File: src/rtl/rvfpd_pkg.sv
`timescale 1ns / 1ps
// ----------------------------------------------------------------------------
// rvfpd_pkg
// Shared types and constants for the RV32 fetch, predict and decode block.
// ----------------------------------------------------------------------------
package rvfpd_pkg;

    localparam int XLEN  = 32;
    localparam int OPC_W = 7;
    localparam int REG_W = 5;
    localparam int F3_W  = 3;
    localparam int F7_W  = 7;
    localparam int FMT_W = 3;

    localparam logic [XLEN-1:0] PC_STEP = 32'd4;

    // item kind
    localparam logic OP_FETCH    = 1'b0;
    localparam logic OP_REDIRECT = 1'b1;

    // major opcodes
    localparam logic [OPC_W-1:0] OPC_OP     = 7'h33;
    localparam logic [OPC_W-1:0] OPC_OP_IMM = 7'h13;
    localparam logic [OPC_W-1:0] OPC_LOAD   = 7'h03;
    localparam logic [OPC_W-1:0] OPC_JALR   = 7'h67;
    localparam logic [OPC_W-1:0] OPC_STORE  = 7'h23;
    localparam logic [OPC_W-1:0] OPC_BRANCH = 7'h63;
    localparam logic [OPC_W-1:0] OPC_AUIPC  = 7'h17;
    localparam logic [OPC_W-1:0] OPC_LUI    = 7'h37;
    localparam logic [OPC_W-1:0] OPC_JAL    = 7'h6f;

    typedef enum logic [FMT_W-1:0] {
        FMT_R   = 3'd0,
        FMT_I   = 3'd1,
        FMT_S   = 3'd2,
        FMT_B   = 3'd3,
        FMT_U   = 3'd4,
        FMT_J   = 3'd5,
        FMT_NOP = 3'd6
    } fmt_t;

    typedef struct packed {
        logic [XLEN-1:0]         next_pc;
        fmt_t                    format;
        logic [OPC_W-1:0]        opcode;
        logic [REG_W-1:0]        rd;
        logic [REG_W-1:0]        rs1;
        logic [REG_W-1:0]        rs2;
        logic [F3_W-1:0]         funct3;
        logic [F7_W-1:0]         funct7;
        logic signed [XLEN-1:0]  imm;
    } dec_t;

endpackage

File: src/rtl/rvfpd_if.sv
`timescale 1ns / 1ps
// ----------------------------------------------------------------------------
// rvfpd_if
// Valid/ready channels: fetch request word in, decoded word out.
// ----------------------------------------------------------------------------
interface rvfpd_req_if;
    logic        valid;
    logic        ready;
    logic        op;
    logic [31:0] redirect_pc;
    logic [31:0] instruction_word;
    logic        predict_taken;

    modport source (output valid, op, redirect_pc, instruction_word, predict_taken,
                    input ready);
    modport sink   (input valid, op, redirect_pc, instruction_word, predict_taken,
                    output ready);
endinterface

interface rvfpd_rsp_if;
    logic               valid;
    logic               ready;
    logic [31:0]        fetch_pc;
    logic [31:0]        next_pc;
    logic [2:0]         format;
    logic [6:0]         opcode;
    logic [4:0]         dest_reg;
    logic [4:0]         src_reg_one;
    logic [4:0]         src_reg_two;
    logic [2:0]         funct_three;
    logic [6:0]         funct_seven;
    logic signed [31:0] immediate;

    modport source (output valid, fetch_pc, next_pc, format, opcode, dest_reg,
                    src_reg_one, src_reg_two, funct_three, funct_seven, immediate,
                    input ready);
    modport sink   (input valid, fetch_pc, next_pc, format, opcode, dest_reg,
                    src_reg_one, src_reg_two, funct_three, funct_seven, immediate,
                    output ready);
endinterface

File: src/rtl/rvfpd_decode.sv
`timescale 1ns / 1ps
// ----------------------------------------------------------------------------
// rvfpd_decode
// Opcode classification, field and immediate extraction, next-PC prediction.
// ----------------------------------------------------------------------------
module rvfpd_decode (
    input  logic [31:0]    pc,
    input  logic [31:0]    word,
    input  logic           taken,
    output rvfpd_pkg::dec_t dec
);
    import rvfpd_pkg::*;

    logic [OPC_W-1:0]       opc;
    logic signed [XLEN-1:0] imm_i;
    logic signed [XLEN-1:0] imm_s;
    logic signed [XLEN-1:0] imm_b;
    logic signed [XLEN-1:0] imm_u;
    logic signed [XLEN-1:0] imm_j;
    logic [XLEN-1:0]        target;
    logic [XLEN-1:0]        seq_pc;

    assign opc   = word[OPC_W-1:0];
    assign imm_i = {{20{word[31]}}, word[31:20]};
    assign imm_s = {{20{word[31]}}, word[31:25], word[11:7]};
    assign imm_b = {{19{word[31]}}, word[31], word[7], word[30:25], word[11:8], 1'b0};
    assign imm_u = {word[31:12], 12'b0};
    assign imm_j = {{11{word[31]}}, word[31], word[19:12], word[20], word[30:21], 1'b0};

    always_comb
    begin
        dec         = '0;
        dec.opcode  = opc;
        dec.format  = FMT_NOP;
        unique case (opc) inside
            OPC_OP:
            begin
                dec.format = FMT_R;
                dec.rd     = word[11:7];
                dec.funct3 = word[14:12];
                dec.rs1    = word[19:15];
                dec.rs2    = word[24:20];
                dec.funct7 = word[31:25];
            end
            OPC_OP_IMM, OPC_LOAD, OPC_JALR:
            begin
                dec.format = FMT_I;
                dec.rd     = word[11:7];
                dec.funct3 = word[14:12];
                dec.rs1    = word[19:15];
                dec.imm    = imm_i;
            end
            OPC_STORE:
            begin
                dec.format = FMT_S;
                dec.funct3 = word[14:12];
                dec.rs1    = word[19:15];
                dec.rs2    = word[24:20];
                dec.imm    = imm_s;
            end
            OPC_BRANCH:
            begin
                dec.format = FMT_B;
                dec.funct3 = word[14:12];
                dec.rs1    = word[19:15];
                dec.rs2    = word[24:20];
                dec.imm    = imm_b;
            end
            OPC_AUIPC, OPC_LUI:
            begin
                dec.format = FMT_U;
                dec.rd     = word[11:7];
                dec.imm    = imm_u;
            end
            OPC_JAL:
            begin
                dec.format = FMT_J;
                dec.rd     = word[11:7];
                dec.imm    = imm_j;
            end
            default:
            begin
                dec.format = FMT_NOP;
            end
        endcase

        target      = pc + $unsigned(dec.imm);
        seq_pc      = pc + PC_STEP;
        dec.next_pc = seq_pc;
        if ((dec.format == FMT_B && taken) || dec.format == FMT_J)
        begin
            dec.next_pc = target;
        end
    end

endmodule

File: src/rtl/riscv_fetch_predict_decode.sv
`timescale 1ns / 1ps
// ----------------------------------------------------------------------------
// riscv_fetch_predict_decode
// RV32 fetch stage: holds the fetch address, decodes words, predicts next PC.
// ----------------------------------------------------------------------------
// fetch_req carries one word per handshake: op = fetch (instruction word at
// the current fetch address plus the predictor's taken bit) or op = redirect
// (load a new fetch address, no decoded word comes out).
// decode_rsp returns, per fetch word, the fetch address, the predicted next
// address, the format and the decoded register, funct and immediate fields.
// A fetch word passes the input and result registers. Throughput: one word
// per cycle while decode_rsp does not stall; the loop that sets it is the
// address register through one 32-bit add and a select back into itself.
// The input register and the result register are separate, so a new word is
// taken while a finished word waits on decode_rsp. When decode_rsp stalls, the
// held input word waits and fetch_req.ready drops once the input register is
// full; a redirect word still drains past a stalled output.
// Reset clears the fetch address to zero and empties both registers.
// ----------------------------------------------------------------------------
module riscv_fetch_predict_decode (
    input  logic          clk,
    input  logic          rst_n,
    rvfpd_req_if.sink     fetch_req,
    rvfpd_rsp_if.source   decode_rsp
);
    import rvfpd_pkg::*;

    logic            in_valid_reg;
    logic            in_valid_next;
    logic            in_op_reg;
    logic [XLEN-1:0] in_redirect_reg;
    logic [XLEN-1:0] in_word_reg;
    logic            in_taken_reg;

    logic [XLEN-1:0] pc_reg;
    logic [XLEN-1:0] pc_next;

    logic            out_valid_reg;
    logic            out_valid_next;
    logic [XLEN-1:0] out_pc_reg;
    dec_t            out_dec_reg;

    dec_t            dec;
    logic            advance;
    logic            adv_fetch;
    logic            take_in;

    rvfpd_decode u_decode (
        .pc    (pc_reg),
        .word  (in_word_reg),
        .taken (in_taken_reg),
        .dec   (dec)
    );

    assign advance   = in_valid_reg &&
                       (in_op_reg == OP_REDIRECT || !out_valid_reg || decode_rsp.ready);
    assign adv_fetch = advance && in_op_reg == OP_FETCH;
    assign take_in   = fetch_req.valid && fetch_req.ready;

    assign fetch_req.ready = !in_valid_reg || advance;

    always_comb
    begin
        in_valid_next  = take_in || (in_valid_reg && !advance);
        out_valid_next = adv_fetch || (out_valid_reg && !decode_rsp.ready);
        pc_next        = pc_reg;
        if (advance)
        begin
            pc_next = (in_op_reg == OP_REDIRECT) ? in_redirect_reg : dec.next_pc;
        end
    end

    always_ff @(posedge clk or negedge rst_n)
    begin
        if (!rst_n)
        begin
            in_valid_reg  <= 1'b0;
            out_valid_reg <= 1'b0;
            pc_reg        <= '0;
        end
        else
        begin
            in_valid_reg  <= in_valid_next;
            out_valid_reg <= out_valid_next;
            pc_reg        <= pc_next;
        end
    end

    always_ff @(posedge clk)
    begin
        if (take_in)
        begin
            in_op_reg       <= fetch_req.op;
            in_redirect_reg <= fetch_req.redirect_pc;
            in_word_reg     <= fetch_req.instruction_word;
            in_taken_reg    <= fetch_req.predict_taken;
        end
        if (adv_fetch)
        begin
            out_pc_reg  <= pc_reg;
            out_dec_reg <= dec;
        end
    end

    assign decode_rsp.valid       = out_valid_reg;
    assign decode_rsp.fetch_pc    = out_pc_reg;
    assign decode_rsp.next_pc     = out_dec_reg.next_pc;
    assign decode_rsp.format      = out_dec_reg.format;
    assign decode_rsp.opcode      = out_dec_reg.opcode;
    assign decode_rsp.dest_reg    = out_dec_reg.rd;
    assign decode_rsp.src_reg_one = out_dec_reg.rs1;
    assign decode_rsp.src_reg_two = out_dec_reg.rs2;
    assign decode_rsp.funct_three = out_dec_reg.funct3;
    assign decode_rsp.funct_seven = out_dec_reg.funct7;
    assign decode_rsp.immediate   = out_dec_reg.imm;

    // fetch address follows the word just decoded
    a_pc_follows: assert property (@(posedge clk) disable iff (!rst_n)
        adv_fetch |=> (pc_reg == decode_rsp.next_pc && decode_rsp.valid))
        else $error("fetch address does not match predicted next pc");

    a_redirect_load: assert property (@(posedge clk) disable iff (!rst_n)
        (advance && in_op_reg == OP_REDIRECT) |=> pc_reg == $past(in_redirect_reg))
        else $error("redirect did not load fetch address");

    a_redirect_silent: assert property (@(posedge clk) disable iff (!rst_n)
        (advance && in_op_reg == OP_REDIRECT && !out_valid_reg) |=> !decode_rsp.valid)
        else $error("redirect produced a decoded word");

    a_no_bubble: assert property (@(posedge clk) disable iff (!rst_n)
        (in_valid_reg && !out_valid_reg) |-> advance)
        else $error("held word stalled with empty output register");

    a_pc_stable: assert property (@(posedge clk) disable iff (!rst_n)
        !advance |=> $stable(pc_reg))
        else $error("fetch address moved without an advancing word");

endmodule
File: src/flat_wrapper.sv
// flat-port wrapper written by rule: the top's interface ports become plain ports
module riscv_fetch_predict_decode_flat import rvfpd_pkg::*;
  (clk, rst_n, fetch_req_valid, fetch_req_op, fetch_req_redirect_pc, fetch_req_instruction_word, fetch_req_predict_taken, fetch_req_ready, decode_rsp_valid, decode_rsp_fetch_pc, decode_rsp_next_pc, decode_rsp_format, decode_rsp_opcode, decode_rsp_dest_reg, decode_rsp_src_reg_one, decode_rsp_src_reg_two, decode_rsp_funct_three, decode_rsp_funct_seven, decode_rsp_immediate, decode_rsp_ready);
  rvfpd_req_if fetch_req_i ();
  rvfpd_rsp_if decode_rsp_i ();
  input  logic clk;
  input  logic rst_n;
  input wire logic [$bits(fetch_req_i.valid)-1:0] fetch_req_valid;
  input wire logic [$bits(fetch_req_i.op)-1:0] fetch_req_op;
  input wire logic [$bits(fetch_req_i.redirect_pc)-1:0] fetch_req_redirect_pc;
  input wire logic [$bits(fetch_req_i.instruction_word)-1:0] fetch_req_instruction_word;
  input wire logic [$bits(fetch_req_i.predict_taken)-1:0] fetch_req_predict_taken;
  output wire logic [$bits(fetch_req_i.ready)-1:0] fetch_req_ready;
  output wire logic [$bits(decode_rsp_i.valid)-1:0] decode_rsp_valid;
  output wire logic [$bits(decode_rsp_i.fetch_pc)-1:0] decode_rsp_fetch_pc;
  output wire logic [$bits(decode_rsp_i.next_pc)-1:0] decode_rsp_next_pc;
  output wire logic [$bits(decode_rsp_i.format)-1:0] decode_rsp_format;
  output wire logic [$bits(decode_rsp_i.opcode)-1:0] decode_rsp_opcode;
  output wire logic [$bits(decode_rsp_i.dest_reg)-1:0] decode_rsp_dest_reg;
  output wire logic [$bits(decode_rsp_i.src_reg_one)-1:0] decode_rsp_src_reg_one;
  output wire logic [$bits(decode_rsp_i.src_reg_two)-1:0] decode_rsp_src_reg_two;
  output wire logic [$bits(decode_rsp_i.funct_three)-1:0] decode_rsp_funct_three;
  output wire logic [$bits(decode_rsp_i.funct_seven)-1:0] decode_rsp_funct_seven;
  output wire logic [$bits(decode_rsp_i.immediate)-1:0] decode_rsp_immediate;
  input wire logic [$bits(decode_rsp_i.ready)-1:0] decode_rsp_ready;
  assign fetch_req_i.valid = fetch_req_valid;
  assign fetch_req_i.op = fetch_req_op;
  assign fetch_req_i.redirect_pc = fetch_req_redirect_pc;
  assign fetch_req_i.instruction_word = fetch_req_instruction_word;
  assign fetch_req_i.predict_taken = fetch_req_predict_taken;
  assign fetch_req_ready = fetch_req_i.ready;
  assign decode_rsp_valid = decode_rsp_i.valid;
  assign decode_rsp_fetch_pc = decode_rsp_i.fetch_pc;
  assign decode_rsp_next_pc = decode_rsp_i.next_pc;
  assign decode_rsp_format = decode_rsp_i.format;
  assign decode_rsp_opcode = decode_rsp_i.opcode;
  assign decode_rsp_dest_reg = decode_rsp_i.dest_reg;
  assign decode_rsp_src_reg_one = decode_rsp_i.src_reg_one;
  assign decode_rsp_src_reg_two = decode_rsp_i.src_reg_two;
  assign decode_rsp_funct_three = decode_rsp_i.funct_three;
  assign decode_rsp_funct_seven = decode_rsp_i.funct_seven;
  assign decode_rsp_immediate = decode_rsp_i.immediate;
  assign decode_rsp_i.ready = decode_rsp_ready;
  riscv_fetch_predict_decode u_core (.clk(clk), .rst_n(rst_n), .fetch_req(fetch_req_i), .decode_rsp(decode_rsp_i));
endmodule
File: config.mk
export PLATFORM = sky130hd
export DESIGN_NAME = riscv_fetch_predict_decode_flat
export DESIGN_NICKNAME = d
export VERILOG_FILES = /design/src/rtl/rvfpd_pkg.sv /design/src/rtl/rvfpd_if.sv /design/src/rtl/rvfpd_decode.sv /design/src/rtl/riscv_fetch_predict_decode.sv /design/src/flat_wrapper.sv
export SDC_FILE = /design/constraint.sdc
export NUM_CORES = 1
export LEC_CHECK = 0
export BUFFER_PORTS_ARGS = -buffer_cell sky130_fd_sc_hd__buf_2
export CORE_MARGIN = 3
export CORE_UTILIZATION = 45
export DETAILED_ROUTE_END_ITERATION = 6
export GPL_TIMING_DRIVEN = 0
export PLACE_DENSITY_LB_ADDON = 0.3
export RECOVER_POWER = 25
export SLEW_MARGIN = 20
export SYNTH_ARGS = -nofsm -noshare
export SYNTH_HDL_FRONTEND = slang
export SYNTH_SLANG_ARGS = --single-unit
File: constraint.sdc
create_clock -name clk -period 7.7 [get_ports clk]
set_input_delay 1.54 -clock clk [delete_from_list [all_inputs] [get_ports clk]]
set_output_delay 1.54 -clock clk [all_outputs]
set_load 0.01 [all_outputs]
==> results of run 1 <==
-- cells in the mapped netlist, drive strengths merged (4+ instances only) --
master / number
nor4: 6
o21a: 5
inv: 15
xor2: 23
nand2: 103
edfxtp: 197
nand2b: 4
ha: 32
nand4: 11
nor2: 34
a21oi: 51
mux2: 4
a31oi: 5
dfrtp: 34
nand3: 31
xnor2: 27
o211ai: 8
a211oi: 6
clkbuf: 26
o21ai: 49
buf: 5
or3: 5
and3: 12
nor2b: 16
a22o: 4
a21o: 43
nand3b: 4
and2: 28
or4: 5
mux2i: 14
nor3: 15
-- worst paths after layout --
| kind | startpoint | endpoint | slack [ns] | depth (start not counted) |
|---|---|---|---|---|
| setup / recovery | u_core.in_word_reg[6] | u_core.pc_reg[31] | 1.92 | 17 |
| hold / removal | u_core.in_word_reg[2] | u_core.decode_rsp.opcode[2] | 0.49 | 0 |
| setup reg to reg | u_core.in_word_reg[6] | u_core.pc_reg[31] | 1.92 | 17 |
| hold reg to reg | u_core.in_word_reg[2] | u_core.decode_rsp.opcode[2] | 0.49 | 0 |
| max in group asynchronous | rst_n | u_core.pc_reg[25] | 4.81 | 1 |
| min in group asynchronous | rst_n | u_core.decode_rsp.valid | 1.64 | 1 |
-- report_power, final --
part           internal [uW]  switching (uW)  total, uW
registers               1480            94.8       1580
logic                    176             281        456
clock network            705             462       1170
-- area by class of cell --
class / count / area share
timing repair buffer: 204 / 0.0810
sequential: 231 / 0.522
buffer: 31 / 0.00898
tap: 313 / 0.0302
clock inverter: 9 / 0.00966
inverter: 16 / 0.00502
clock buffer: 34 / 0.0517
multi-input combinational: 586 / 0.291
-- kinds of logic (layout without fill, tap and decap cells) --
group | after synthesis | after routing | synth area share
buffers and inverters | 47 | 294 | 0.0165
and+or+nand+nor | 283 | 283 | 0.132
AOI/OAI and AO/OA | 202 | 202 | 0.123
xor gates and xnor gates | 50 | 50 | 0.0408
DFF | 231 | 231 | 0.631
muxes | 18 | 18 | 0.0176
adders and majority gates | 33 | 33 | 0.0392
-- worst max-delay path, cell delays in order (launching register included) --
cell	delay (ns)
edfxtp_1	0.48
or4_2	0.69
a21oi_1	0.51
or2_0	0.43
and2_1	0.21
clkbuf_1	0.40
a21o_1	0.21
ha_1	0.24
clkbuf_1	0.22
a21oi_1	0.27
o211ai_1	0.13
a311oi_1	0.43
o21ai_0	0.15
o21ba_2	0.27
mux2i_1	0.08
nor2_1	0.38
mux2_4	0.34
o221a_1	0.22
-- through the flow --
| step | power, uW | hold WS [ns] | setup slack, ns | instance area [um^2] |
|---|---|---|---|---|
| floorplan | 1880 | 0.446 | 1.92 | 10700 |
| detailed placement | 2050 | 0.489 | 2.52 | 12200 |
| finish | 3200 | 0.494 | 1.92 | 13000 |
| CTS | 3220 | 0.505 | 2.49 | 13000 |
| global placement | 2050 | 0.481 | 0.00893 | 12100 |
| global route | 3340 | 0.505 | 1.39 | 13000 |
-- layer usage --
metal / vias to the layer above / part of all wire
met5: - / 0.00025
met4: 2 / 0.015
met3: 34 / 0.069
met2: 313 / 0.46
met1: 3715 / 0.46
li1: 3692 / -
==> impl_metrics.toml, run 1 <==
[outcome]
status = "finished, violations left"
failing_checks = "max-capacitance violations, max-slew violations"

[floorplan]
std_cell_rows = 55
fp.dieH_um = 160
initial_standard_cell_utilization_of_the_core = 0.465
core_region_area_um2 = 23100
floorplan.io_pins = 203
floorplan.die.width_um = 160
die-area_um2 = 25700

[power_and_ir_drop]
pwr_density_cell_nw_per_um2 = 247
power.leakage_uw = 0.00545
vdd_ir_drop_max_mv = 0.167

[yosys]
synth.ff_latch_count = 231
postSynthNetCount = 967
synthesized_instance_count = 864
ys_warn_count = 0
post_synth.cell_area_avg_um2 = 12.4
post-synth-top-area-cell = "edfxtp_1"
synth_edf_count = 197
synth_top_area_share = 0.552
async_reset_ff_frac = 0.147
yosysSeqAreaShare = 0.631
synth.top_cells.by_area = "edfxtp_1 (55%), dfrtp_1 (7.9%), ha_1 (3.7%)"
synth_ff_type = "edfxtp_1"
netlist-cell-type-count = 65
netlist_area_um2 = 10700

[finish]
design.final.nets = 1197
syn2layout_area_growth_pct = 20.8
layout.area.seq_um2 = 6770
layout_commonest_cell = "edfxtp_1"
final.fill_count = 1954
layout_common_cells = "edfxtp_1 (197), buf_2 (195), nand2_1 (103), a21oi_1 (51), a21o_1 (43)"
final_cell_count_without_fillers = 1424
layout.core_utilization = 0.562
multi_input_area_um2 = 3770
drive_above_1_share = 0.220
antenna-diode-count = 0

[place]
number_of_placed_instances_with_taps_included = 1381
io_buffers = 202
detailed_place_hpwl_um = 20800
routabilityCongestion = 0.915

[clocking]
clock-sinks = 231
clock_latency_ns = 0.52
numCtsBuffers = 24
tritoncts_clock_tree = "built"
htree_num_levels = 1
clk_pin_slew_ns = 0.06
cts_resized = 0
post_cts.repair.setup_buffers = 0
cts-hold-fix-buffers = 0
cts-root-to-sink-buffers = 3
clockRootBuffer = "clkbuf_16"

[worst_setup_path]
worst_setup_path_end_kind = "flip-flop"
arrival_ns = 6.18
worst-path-max-fanout = 10
start_kind = "flip-flop"
worst_ep_required_time_ns = 8.10
worstSetupPathType = "reg2reg"

[global_routing]
grt.met1_usage = 0.319
vias_in_the_first_global_route = 7387
overflow = 0
met3_usage = 0.0333
wire_length_of_the_first_global_routing_pass_um = 43500
grtUsageMet2 = 0.343
grt_busiest_layer = "met2"
grt_max_degree = 75
grt.total_usage = 0.215
antenna_found_initial = 1

[job]
drv.max_cap_violation_count = 1

[timing]
share_of_the_clock_period_used_by_the_worst_path_after_layout = 0.750
unrepaired_setup_endpoints_after_global_routing = "false"
timing.final.max_slew_violations = 35
fmaxAchievable_mhz = 173
setup_viol_count_final = 0
worst-slew-pin-transition_ns = 2.15
timing_hold_violations_final = 0
finClkSkew_ns = 0.0143
worst_slew_slack_as_a_fraction_of_its_limit = -0.431
setup-tns-final_ns = 0
layout_min_cycle_time_ns = 5.78

[routing]
postRouteWirelength_um = 28200
via_count = 7756
avgRoutedWirePerCell_um = 19.8
detailedRoute.firstPassIterationCount = 5
drcViolationCount = 0
via_per_inst = 5.45
detailedRoute.firstIterationViolations = 571
detail-route-antenna-nets = 0

[worst_hold_path]
hold_class = "reg2reg"
Note: power is estimated with default switching activity, not from simulation.
==> inputs of run 2 (changes only) <==
==> constraint.sdc (replaced) <==
create_clock -name clk -period 5.8 [get_ports clk]
set_input_delay 1.16 -clock clk [delete_from_list [all_inputs] [get_ports clk]]
set_output_delay 1.16 -clock clk [all_outputs]
set_load 0.01 [all_outputs]
==> run 2 against run 1 <==
  * The run still ends with max-capacitance violations, max-slew violations left
  * Utilization hardly changed
  * Hold slack better by 0.0039 ns
  * Final cell count stayed put
  * Clock skew is 0.0031 ns higher
  * Global-route usage stayed put
  * Critical path depth stayed put
  * Sequential share of layout area hardly changed
  * Clock power is 32% higher
  * Total power is 33% higher
  * Sequential power is 33% higher
  * Sequential cell count stayed put
  * Largest power group unchanged
  * Highest routed layer unchanged
==> impl_metrics.toml, run 2 (synthesized netlist as in run 1, its figures left out) <==
[worst_setup_path]
critPathMostFrequentCell = "clkbuf_1"
worstSetupPathType = "reg2reg"
worst_setup_path_end_kind = "flip-flop"
worst_ep_required_time_ns = 6.20
slowest_stage = "or4_1"
start_kind = "flip-flop"
rrSetupSlack_ns = 0.62
worst-path-max-fanout = 10
ff2ff_path_depth = 17
arrival_ns = 5.58
worstSetupEndpoint = "u_core.pc_reg[31]"
cp-startpoint = "u_core.in_word_reg[3]"
rr_endpoint = "u_core.pc_reg[31]"
cp_cell_sequence = "or4_1 > a21oi_4 > or2_4 > and2_1 > clkbuf_1 > a21o_1 > ha_1 > clkbuf_1 > a21oi_1 > o211ai_1 > a311oi_1 > o21ai_0 > o21ba_2 > mux2i_1 > nor2_1 > mux2_4 > o221a_1"
crit-reg2reg-launch = "u_core.in_word_reg[3]"
delay_of_the_slowest_critical_path_stage_ns = 0.59

[routing]
detailedRoute.firstIterationViolations = 602
drcViolationCount = 0
via_count = 7771
via_per_inst = 5.46
avgRoutedWirePerCell_um = 19.8
postRouteWirelength_um = 28200
detailedRoute.firstPassIterationCount = 5
detail-route-antenna-nets = 0

[power_and_ir_drop]
comb_power_share = 0.143
p_seq_frac = 0.493
swShare = 0.262
vdd_ir_drop_max_mv = 0.222
power.leakage_uw = 0.00545
pwr_density_cell_nw_per_um2 = 328
power_frac_clock = 0.364
total_power_uw = 4260
p_int_uw = 3140
power.switching_uw = 1120

[place]
pre_cts_ws_ns = 0.617
routabilityCongestion = 0.915
detailed_place_hpwl_um = 20800
io_buffers = 202

[clocking]
clk_pin_slew_ns = 0.06
numCtsBuffers = 24
post_cts.repair.setup_buffers = 0
cts-root-to-sink-buffers = 3
clock-sinks = 231
clock_latency_ns = 0.52
clockRootBuffer = "clkbuf_16"
cts_resized = 0
cts-hold-fix-buffers = 0
tritoncts_clock_tree = "built"
htree_num_levels = 1

[finish]
design.final.nets = 1197
drive_above_1_share = 0.220
antenna-diode-count = 0
layout_commonest_cell = "edfxtp_1"
layout_common_cells = "edfxtp_1 (197), buf_2 (195), nand2_1 (103), a21oi_1 (50), a21o_1 (43)"
syn2layout_area_growth_pct = 20.9
final.fill_count = 1950

[global_routing]
wire_length_of_the_first_global_routing_pass_um = 43500
vias_in_the_first_global_route = 7387
overflow = 0
antenna_found_initial = 1
grt.total_usage = 0.215
grt_max_degree = 75

[timing]
timing_hold_violations_final = 0
layout_min_cycle_time_ns = 5.18
worst_slew_slack_as_a_fraction_of_its_limit = -0.614
setup_viol_count_final = 0
setup-tns-final_ns = 0
share_of_the_clock_period_used_by_the_worst_path_after_layout = 0.893
finClkSkew_ns = 0.0174
timing.final.ws_setup_ns = 0.622
unrepaired_setup_endpoints_after_global_routing = "false"
final.hold.worst_slack_ns = 0.498
worst-slew-pin-transition_ns = 2.42
fmaxAchievable_mhz = 193
timing.final.max_slew_violations = 68

[floorplan]
die-area_um2 = 25700
floorplan.io_pins = 203
initial_standard_cell_utilization_of_the_core = 0.465
core_region_area_um2 = 23100
fp.dieH_um = 160
floorplan.die.width_um = 160
std_cell_rows = 55

[worst_hold_path]
hold_class = "reg2reg"

[outcome]
status = "finished, violations left"
failing_checks = "max-capacitance violations, max-slew violations"

[job]
drv.max_cap_violation_count = 2
[run 2: power by group through the flow]
stage | combinational [uW] | sequential (uW) | clock (uW)
6_report | 608 | 2100 | 1550
5_1_grt | 676 | 2110 | 1650
4_1_cts | 607 | 2090 | 1570
3_5_place_dp | 602 | 2130 | 0
3_3_place_gp | 590 | 2140 | 0
2_1_floorplan | 370 | 2120 | 0
[run 2: how the worst min path moves through the flow]
stage / from / endpoint / slack (ns) / cells after the start
after floorplan: u_core.in_word_reg[4] / u_core.decode_rsp.opcode[4] / 0.45 / 0
after global placement: u_core.in_word_reg[4] / u_core.decode_rsp.opcode[4] / 0.48 / 0
after detailed placement: u_core.in_word_reg[4] / u_core.decode_rsp.opcode[4] / 0.49 / 0
after CTS: u_core.in_word_reg[4] / u_core.decode_rsp.opcode[4] / 0.51 / 0
after global routing: u_core.in_word_reg[2] / u_core.decode_rsp.opcode[2] / 0.51 / 0
final: u_core.in_word_reg[2] / u_core.decode_rsp.opcode[2] / 0.50 / 0
[run 2: metrics by stage]
step | instances | area (um^2) | util
4_1_cts | 1424 | 13000 | 0.563
2_1_floorplan | 864 | 10700 | -
5_1_grt | 1424 | 13000 | 0.562
6_report | 1424 | 13000 | 0.562
3_5_place_dp | 1381 | 12200 | 0.528
3_3_place_gp | 1379 | 12100 | 0.526
[run 2: final cells by class]
class	instances	area, um^2	share of cell area
Buffer	31	116	0.00898
Clock buffer	34	669	0.0516
Clock inverter	9	125	0.00965
Inverter	16	65.1	0.00502
Multi-Input combinational cell	586	3780	0.292
Sequential cell	231	6770	0.522
Tap cell	313	392	0.0302
Timing Repair Buffer	204	1050	0.0810
[run 2: critical path: cells and delay by family, from the launching register on]
family	cells	cell delay, ns
adder cells (fa/ha/maj)	1	0.24
AO/OA/AOI/OAI	8	1.94
AND/OR/NAND/NOR	4	1.33
multiplexers	2	0.41
flip-flops	1	0.50
buffers and inverters	2	0.62
[run 2: metal layers]
metal	wire (um)	vias to the layer above	GRT usage
met3	1800	27	0.0333
li1	-	3691	-
met1	13000	3752	0.319
met2	13100	299	0.343
met4	346	2	0.0355
met5	7	-	0
